--- src/lrt_pkg.sv ---
// ----------------------------------------------------------------------------
// lrt_pkg
// Shared types and codes for the LRU replacement tracker.
// ----------------------------------------------------------------------------
package lrt_pkg;

    localparam int FRAME_W = 6;
    localparam int COUNT_W = 7;

    typedef enum logic [1:0] {
        OP_VICTIM = 2'd0,
        OP_PIN    = 2'd1,
        OP_UNPIN  = 2'd2
    } op_t;

    typedef struct packed {
        logic [FRAME_W-1:0] victim_frame;
        logic               found;
        logic [COUNT_W-1:0] count;
    } res_t;

endpackage

--- src/lrt_link_ram.sv ---
// ----------------------------------------------------------------------------
// lrt_link_ram
// One-write, one-read link store with a registered read port.
// ----------------------------------------------------------------------------
module lrt_link_ram #(
    parameter int WIDTH = 6,
    parameter int DEPTH = 64
) (
    input  logic                     clk,
    input  logic                     we,
    input  logic [$clog2(DEPTH)-1:0] waddr,
    input  logic [WIDTH-1:0]         wdata,
    input  logic [$clog2(DEPTH)-1:0] raddr,
    output logic [WIDTH-1:0]         rdata
);

    logic [WIDTH-1:0] mem [DEPTH];
    logic [WIDTH-1:0] rdata_reg;

    always_ff @(posedge clk)
    begin
        if (we)
        begin
            mem[waddr] <= wdata;
        end
    end

    always_ff @(posedge clk)
    begin
        rdata_reg <= mem[raddr];
    end

    assign rdata = rdata_reg;

endmodule

--- src/lrt_list_ctrl.sv ---
// ----------------------------------------------------------------------------
// lrt_list_ctrl
// List sequencer: issues the link read on accept, then unlinks or appends
// the frame and writes the changed links back in the following cycle.
// ----------------------------------------------------------------------------
module lrt_list_ctrl
    import lrt_pkg::*;
#(
    parameter int NUM_FRAMES = 64
) (
    input  logic                          clk,
    input  logic                          rst_n,
    input  logic                          in_valid,
    output logic                          in_stall,
    input  logic [1:0]                    func,
    input  logic [FRAME_W-1:0]            frame,
    input  logic                          out_busy,
    output logic [$clog2(NUM_FRAMES)-1:0] raddr,
    input  logic [$clog2(NUM_FRAMES)-1:0] next_rdata,
    input  logic [$clog2(NUM_FRAMES)-1:0] prev_rdata,
    output logic                          next_we,
    output logic [$clog2(NUM_FRAMES)-1:0] next_waddr,
    output logic [$clog2(NUM_FRAMES)-1:0] next_wdata,
    output logic                          prev_we,
    output logic [$clog2(NUM_FRAMES)-1:0] prev_waddr,
    output logic [$clog2(NUM_FRAMES)-1:0] prev_wdata,
    output logic                          res_load,
    output res_t                          res
);

    localparam int IW  = $clog2(NUM_FRAMES);
    // only frame numbers the port can carry can ever become members
    localparam int MW  = (NUM_FRAMES < (1 << FRAME_W)) ? NUM_FRAMES : (1 << FRAME_W);
    localparam int MIW = $clog2(MW);

    typedef enum logic [1:0] {
        ST_IDLE = 2'b01,
        ST_EXEC = 2'b10
    } state_t;

    state_t             state_reg, state_next;
    op_t                op_reg;
    logic [IW-1:0]      frm_reg;
    logic               frm_ok_reg;
    logic               hit_reg;
    logic [IW-1:0]      oldest_reg, oldest_next;
    logic [IW-1:0]      newest_reg, newest_next;
    logic [COUNT_W-1:0] count_reg, count_next;
    logic [MW-1:0]      member_reg, member_next;

    logic               accept;
    logic               in_frame_ok;
    logic               in_hit;
    logic               do_unlink;
    logic               do_append;
    logic [IW-1:0]      ul_frame;

    assign in_stall    = (state_reg != ST_IDLE) || out_busy;
    assign accept      = in_valid && !in_stall;
    assign in_frame_ok = 32'(frame) < 32'(NUM_FRAMES);
    assign in_hit      = in_frame_ok && member_reg[MIW'(frame)];
    assign raddr       = (op_t'(func) == OP_VICTIM) ? oldest_reg : IW'(frame);

    always_comb
    begin
        do_unlink = 1'b0;
        do_append = 1'b0;
        ul_frame  = frm_reg;
        case (op_reg)
            OP_VICTIM:
            begin
                do_unlink = (count_reg != '0);
                ul_frame  = oldest_reg;
            end
            OP_PIN:
            begin
                do_unlink = hit_reg;
            end
            OP_UNPIN:
            begin
                do_append = frm_ok_reg && !hit_reg;
            end
            default:
            begin
                do_unlink = 1'b0;
                do_append = 1'b0;
            end
        endcase
    end

    always_comb
    begin
        state_next  = state_reg;
        oldest_next = oldest_reg;
        newest_next = newest_reg;
        count_next  = count_reg;
        member_next = member_reg;
        next_we     = 1'b0;
        next_waddr  = prev_rdata;
        next_wdata  = next_rdata;
        prev_we     = 1'b0;
        prev_waddr  = next_rdata;
        prev_wdata  = prev_rdata;
        res_load    = 1'b0;
        res         = '0;

        case (state_reg)
            ST_IDLE:
            begin
                if (accept)
                begin
                    state_next = ST_EXEC;
                end
            end
            ST_EXEC:
            begin
                state_next = ST_IDLE;
                res_load   = 1'b1;
                if (do_unlink)
                begin
                    if (ul_frame == oldest_reg)
                    begin
                        oldest_next = next_rdata;
                    end
                    else
                    begin
                        next_we = 1'b1;
                    end
                    if (ul_frame == newest_reg)
                    begin
                        newest_next = prev_rdata;
                    end
                    else
                    begin
                        prev_we = 1'b1;
                    end
                    member_next[MIW'(ul_frame)] = 1'b0;
                    count_next = COUNT_W'(count_reg - 1'b1);
                    if (count_next == '0)
                    begin
                        oldest_next = '0;
                        newest_next = '0;
                    end
                end
                else if (do_append)
                begin
                    if (count_reg == '0)
                    begin
                        oldest_next = frm_reg;
                    end
                    else
                    begin
                        next_we    = 1'b1;
                        next_waddr = newest_reg;
                        next_wdata = frm_reg;
                        prev_we    = 1'b1;
                        prev_waddr = frm_reg;
                        prev_wdata = newest_reg;
                    end
                    newest_next = frm_reg;
                    member_next[MIW'(frm_reg)] = 1'b1;
                    count_next = COUNT_W'(count_reg + 1'b1);
                end
                res.found = do_unlink || do_append;
                res.count = count_next;
                if (op_reg == OP_VICTIM && do_unlink)
                begin
                    res.victim_frame = FRAME_W'(oldest_reg);
                end
            end
            default:
            begin
                state_next = ST_IDLE;
            end
        endcase
    end

    always_ff @(posedge clk or negedge rst_n)
    begin
        if (!rst_n)
        begin
            state_reg  <= ST_IDLE;
            oldest_reg <= '0;
            newest_reg <= '0;
            count_reg  <= '0;
            member_reg <= '0;
        end
        else
        begin
            state_reg  <= state_next;
            oldest_reg <= oldest_next;
            newest_reg <= newest_next;
            count_reg  <= count_next;
            member_reg <= member_next;
        end
    end

    always_ff @(posedge clk)
    begin
        if (accept)
        begin
            op_reg     <= op_t'(func);
            frm_reg    <= IW'(frame);
            frm_ok_reg <= in_frame_ok;
            hit_reg    <= in_hit;
        end
    end

endmodule

--- src/lru_replacement_tracker_top.sv ---
// ----------------------------------------------------------------------------
// lru_replacement_tracker_top
// Ordered set of evictable frames with victim, pin and unpin requests.
// ----------------------------------------------------------------------------
// The cycle in which a request is accepted starts the read of both link RAMs
// (next/prev), and the following cycle splices the list, writes the links back
// and loads the result register. No new request is accepted until that is done,
// nor while a result still waits downstream. The link RAMs need no clearing
// after reset; requests are taken from the first cycle. Only frames below
// NUM_FRAMES are tracked.
module lru_replacement_tracker_top
    import lrt_pkg::*;
#(
    parameter int NUM_FRAMES = 64
) (
    input  logic               clk,
    input  logic               rst_n,
    input  logic               in_valid,
    output logic               in_stall,
    input  logic [1:0]         func,
    input  logic [FRAME_W-1:0] frame,
    output logic               out_valid,
    input  logic               out_stall,
    output logic [FRAME_W-1:0] victim_frame,
    output logic               found,
    output logic [COUNT_W-1:0] count
);

    localparam int IW = $clog2(NUM_FRAMES);

    logic [IW-1:0] raddr;
    logic [IW-1:0] next_rdata, prev_rdata;
    logic          next_we, prev_we;
    logic [IW-1:0] next_waddr, next_wdata;
    logic [IW-1:0] prev_waddr, prev_wdata;
    logic          res_load;
    res_t          res;
    logic          out_busy;

    logic          out_valid_reg, out_valid_next;
    res_t          res_reg;

    lrt_link_ram #(
        .WIDTH (IW),
        .DEPTH (NUM_FRAMES)
    ) u_next_ram (
        .clk   (clk),
        .we    (next_we),
        .waddr (next_waddr),
        .wdata (next_wdata),
        .raddr (raddr),
        .rdata (next_rdata)
    );

    lrt_link_ram #(
        .WIDTH (IW),
        .DEPTH (NUM_FRAMES)
    ) u_prev_ram (
        .clk   (clk),
        .we    (prev_we),
        .waddr (prev_waddr),
        .wdata (prev_wdata),
        .raddr (raddr),
        .rdata (prev_rdata)
    );

    lrt_list_ctrl #(
        .NUM_FRAMES (NUM_FRAMES)
    ) u_ctrl (
        .clk        (clk),
        .rst_n      (rst_n),
        .in_valid   (in_valid),
        .in_stall   (in_stall),
        .func       (func),
        .frame      (frame),
        .out_busy   (out_busy),
        .raddr      (raddr),
        .next_rdata (next_rdata),
        .prev_rdata (prev_rdata),
        .next_we    (next_we),
        .next_waddr (next_waddr),
        .next_wdata (next_wdata),
        .prev_we    (prev_we),
        .prev_waddr (prev_waddr),
        .prev_wdata (prev_wdata),
        .res_load   (res_load),
        .res        (res)
    );

    // hold off new requests while a result still waits downstream
    assign out_busy = out_valid_reg && out_stall;

    always_comb
    begin
        out_valid_next = out_valid_reg;
        if (res_load)
        begin
            out_valid_next = 1'b1;
        end
        else if (!out_stall)
        begin
            out_valid_next = 1'b0;
        end
    end

    always_ff @(posedge clk or negedge rst_n)
    begin
        if (!rst_n)
        begin
            out_valid_reg <= 1'b0;
        end
        else
        begin
            out_valid_reg <= out_valid_next;
        end
    end

    always_ff @(posedge clk)
    begin
        if (res_load)
        begin
            res_reg <= res;
        end
    end

    assign out_valid    = out_valid_reg;
    assign victim_frame = res_reg.victim_frame;
    assign found        = res_reg.found;
    assign count        = res_reg.count;

    a_busy_blocks_input: assert property (@(posedge clk) disable iff (!rst_n)
        (out_valid && out_stall) |-> in_stall)
        else $error("request accepted while result stalled");

    a_result_follows: assert property (@(posedge clk) disable iff (!rst_n)
        (in_valid && !in_stall) |=> ##1 out_valid)
        else $error("no result two cycles after request");

    a_count_bound: assert property (@(posedge clk) disable iff (!rst_n)
        out_valid |-> (32'(count) <= 32'(NUM_FRAMES)))
        else $error("set size above frame count");

    a_victim_zero: assert property (@(posedge clk) disable iff (!rst_n)
        (out_valid && !found) |-> (victim_frame == '0))
        else $error("victim frame set on failed request");

endmodule

--- config.mk ---
export PLATFORM = sky130hd
export DESIGN_NAME = lru_replacement_tracker_top
export DESIGN_NICKNAME = d
export VERILOG_FILES = /design/src/lrt_pkg.sv /design/src/lrt_link_ram.sv /design/src/lrt_list_ctrl.sv /design/src/lru_replacement_tracker_top.sv
export SDC_FILE = /design/constraint.sdc
export NUM_CORES = 1
export LEC_CHECK = 0
export BUFFER_PORTS_ARGS = -buffer_cell sky130_fd_sc_hd__buf_2
export CORE_UTILIZATION = 65
export DETAILED_ROUTE_END_ITERATION = 6
export PLACE_DENSITY = 0.81
export RECOVER_POWER = 25
export SYNTH_ARGS = -nofsm -noshare
export SYNTH_HDL_FRONTEND = slang
export SYNTH_HIERARCHICAL = 1
export SYNTH_SLANG_ARGS = --single-unit
--- constraint.sdc ---
create_clock -name clk -period 19.4 [get_ports clk]
set_input_delay 4.85 -clock clk [delete_from_list [all_inputs] [get_ports clk]]
set_output_delay 4.85 -clock clk [all_outputs]
set_load 0.05 [all_outputs]
==> key figures <==
Placement
  • Pre-CTS worst setup slack: about 8800 ps
  • Detailed placement HPWL: 47.99 mm
  • Placed insts: 2,729
  • Placer's final routability congestion estimate: 0.8913
  • PortBufs: 27

Clocking
  • Post-cts sizing count: 0
  • Total CTS buffers: between 80 and 90
  • CTS sink count: 889
  • CTS tree: yes
  • CTS HTree Levels: 3
  • Clock Path Buffers: 3
  • Clock transition at path regs: 60 ps
  • Worst skew pair latency: 650 ps
  • Setup bufs post-CTS: 0
  • CTS Hold Bufs: 0
  • CTS root buffer: clkbuf_16

STA
  • Final period utilization: 0.5483
  • Endpoints failing hold: 0
  • Max Clock Skew: 34.66 ps
  • RSZ-0062 raised after global routing: false
  • Max-slew violations: 456
  • Slew @ Worst Pin: 3341 ps
  • Setup ws final: 8763 ps
  • Relative slew slack: -1.227
  • Fmax: 94.01 MHz
  • Min Tclk post-route: 10,640 ps
  • Final setup viols: 0
  • Setup TNS: 0 ps
  • Hold WS: 492.8 ps

Floorplan
  • Die width: 239.7 microns
  • Starting Density: 0.6625
  • IO Count: 28
  • Die H: 239.7 microns
  • Row cnt: 86
  • Core area: about 55,000 sq um
  • Die Area: 57,430 sq um

GRT
  • GRT Total Usage: 0.2982
  • GR Layer Usage met1: 0.4157
  • Vias in the first global route: 20,405
  • Largest net degree at the start of global routing: 122
  • First-pass GRT wire length: 125.3 mm
  • GRT overflow: 0
  • Met3 Use GR: 0.05739
  • Most Crowded Layer GR: met2
  • Initial antenna violation count: 0
  • Met2 Use GR: 0.4721

Yosys
  • Count leader, synth: edfxtp_1
  • Synth area leader: edfxtp_1
  • #FFs+latches synth: 889
  • Post-synth top cells: edfxtp_1, mux4_2, nor2_1
  • Mapped Cells: 2,061
  • Most used DFF post-synth: edfxtp_1
  • EDFF count, synth: 791
  • Net count after synthesis: 2,077
  • Library cells used by synthesis: 77
  • Synthesized cell area: 36,710 sq um
  • Synth area leaders: edfxtp_1, mux4_2, dfrtp_1
  • Register area share after synthesis: 0.7122
  • Synth Warn #: 6
  • Post-Syn Area per Cell: 17.81 sq um
  • Synth async-reset ratio: 0.09674
  • Yosys top cell area share: 0.6470

Worst setup path
  • Critical path capture point type: primary output
  • CP Data Arrival Time: between 5000 and 6000 ps
  • Kind of cell adding the most delay to the critical path: simple AND/OR/NAND/NOR gates
  • CP max FO: 3
  • CP required: 14,550 ps
  • Cells along the critical path: buf_2 -> and2_1 -> or3b_2 -> buf_2
  • CP max-delay cell: or3b_2
  • CP Class: in -> out
  • Cell mode on critical path: buf_2
  • Slowest stage delay, CP: between 400 and 500 ps
  • WP buf/inv: 2
  • Worst setup SP type: input port

Routing
  • Post-route DRC: 0
  • ANT nets after route: 0
  • Avg WL per Cell: approximately 29 microns
  • Drt initial violations: 2,299
  • DR vias/cell: 6.973
  • Via count: 20,117
  • DRT Pass-1 Iters: 6
  • Total wire length: slightly above 80 mm

Layout
  • Area Growth Syn to Fin: 8.476%
  • Final nets: about 2,100
  • Fin cells: 2,885
  • Fillers: 3,168
  • Layout cells sized above 1: 0.1924
  • Fin util: 0.7187

Flow run
  • Max-capacitance violation count: 7

Power
  • Peak VDD IR: 0.0001183 V
  • Leakage Power: roughly 13 nW
  • Pwr/cell area: 123.9 nW/um^2

Run status
  • Failing checks: capacitance limit, slew limit
  • Status: finished, violations left

Worst hold path
  • Worst hold path type: reg -> reg
-- cells in the final DEF (no fill, tap or decap), types with 13 or more instances in the layout --
| master | count |
|---|---|
| clkinv_2 | 14 |
| o21ai_1 | 13 |
| edfxtp_1 | 791 |
| clkbuf_16 | 88 |
| mux2i_1 | 38 |
| nor3_1 | 16 |
| o22a_1 | 15 |
| buf_2 | 26 |
| buf_4 | 13 |
| a21oi_1 | 43 |
| nand3_1 | 29 |
| nor2b_1 | 18 |
| inv_1 | 20 |
| clkinv_1 | 14 |
| dfrtp_1 | 85 |
| nand2b_1 | 15 |
| nand4_1 | 18 |
| o221ai_1 | 18 |
| nor2_1 | 174 |
| xor2_1 | 16 |
| a211oi_1 | 13 |
| o22ai_1 | 28 |
| mux4_2 | 192 |
| o21ai_0 | 107 |
| mux2_2 | 31 |
| nand2_1 | 53 |
| clkbuf_1 | 29 |
-- path summary, 6_finish.rpt --
check	start	end	slack (ps)	cells after the start
setup / recovery	out_stall	in_stall	8760	4
hold / removal	u_ctrl/member_reg[38]	u_ctrl/member_reg[38]	490	1
setup reg to reg	u_ctrl/state_reg[0]	u_prev_ram/mem[39][2]	11380	10
hold reg to reg	u_ctrl/member_reg[38]	u_ctrl/member_reg[38]	490	1
max in group asynchronous	rst_n	u_ctrl/oldest_reg[2]	14290	1
min in group asynchronous	rst_n	u_ctrl/member_reg[17]	4440	1
-- cells by family after synthesis --
logic type	Yosys count	share of synthesized area
multiplexers	279	0.1481
buffers and inverters	148	0.02311
AND/OR/NAND/NOR	409	0.05521
adder cells (fa/ha/maj)	4	0.001363
XOR/XNOR	25	0.005964
AO/OA/AOI/OAI	307	0.05409
flip-flops	889	0.7122
-- metrics by stage --
step                      total power, mW  cell area, sq um
after floorplan                     3.092             36710
after global placement              3.329             37260
after detailed placement            3.371             37260
after CTS                           4.939             39900
after global routing                5.092             39820
final                               4.933             39820
-- routing by layer --
metal  part of all wire  vias up
li1                   -     8315
met1               0.38    10434
met2               0.49     1152
met3              0.093      216
met4              0.037        0
met5                  0        -
-- where the power goes --
part	total [mW]	switching (mW)	leakage, nW	internal, mW
Combinational	0.915	0.633	3.12	0.282
Sequential	2.44	0.0636	8.37	2.38
Clock	1.58	0.700	1.28	0.880
-- final cells by class --
cell class / instances / area [sq um] / share of cell area
Multi-Input combinational cell: 1024 / 9744 / 0.2447
Sequential cell: 889 / 26150 / 0.6565
Tap cell: 748 / 935.9 / 0.02350
Timing Repair Buffer: 48 / 277.8 / 0.006975
Clock buffer: 114 / 2350 / 0.05900
Inverter: 20 / 75.07 / 0.001885
Antenna cell: 1 / 2.502 / 0.00006284
Clock inverter: 41 / 292.8 / 0.007352
(Power assumes the default switching activity.)
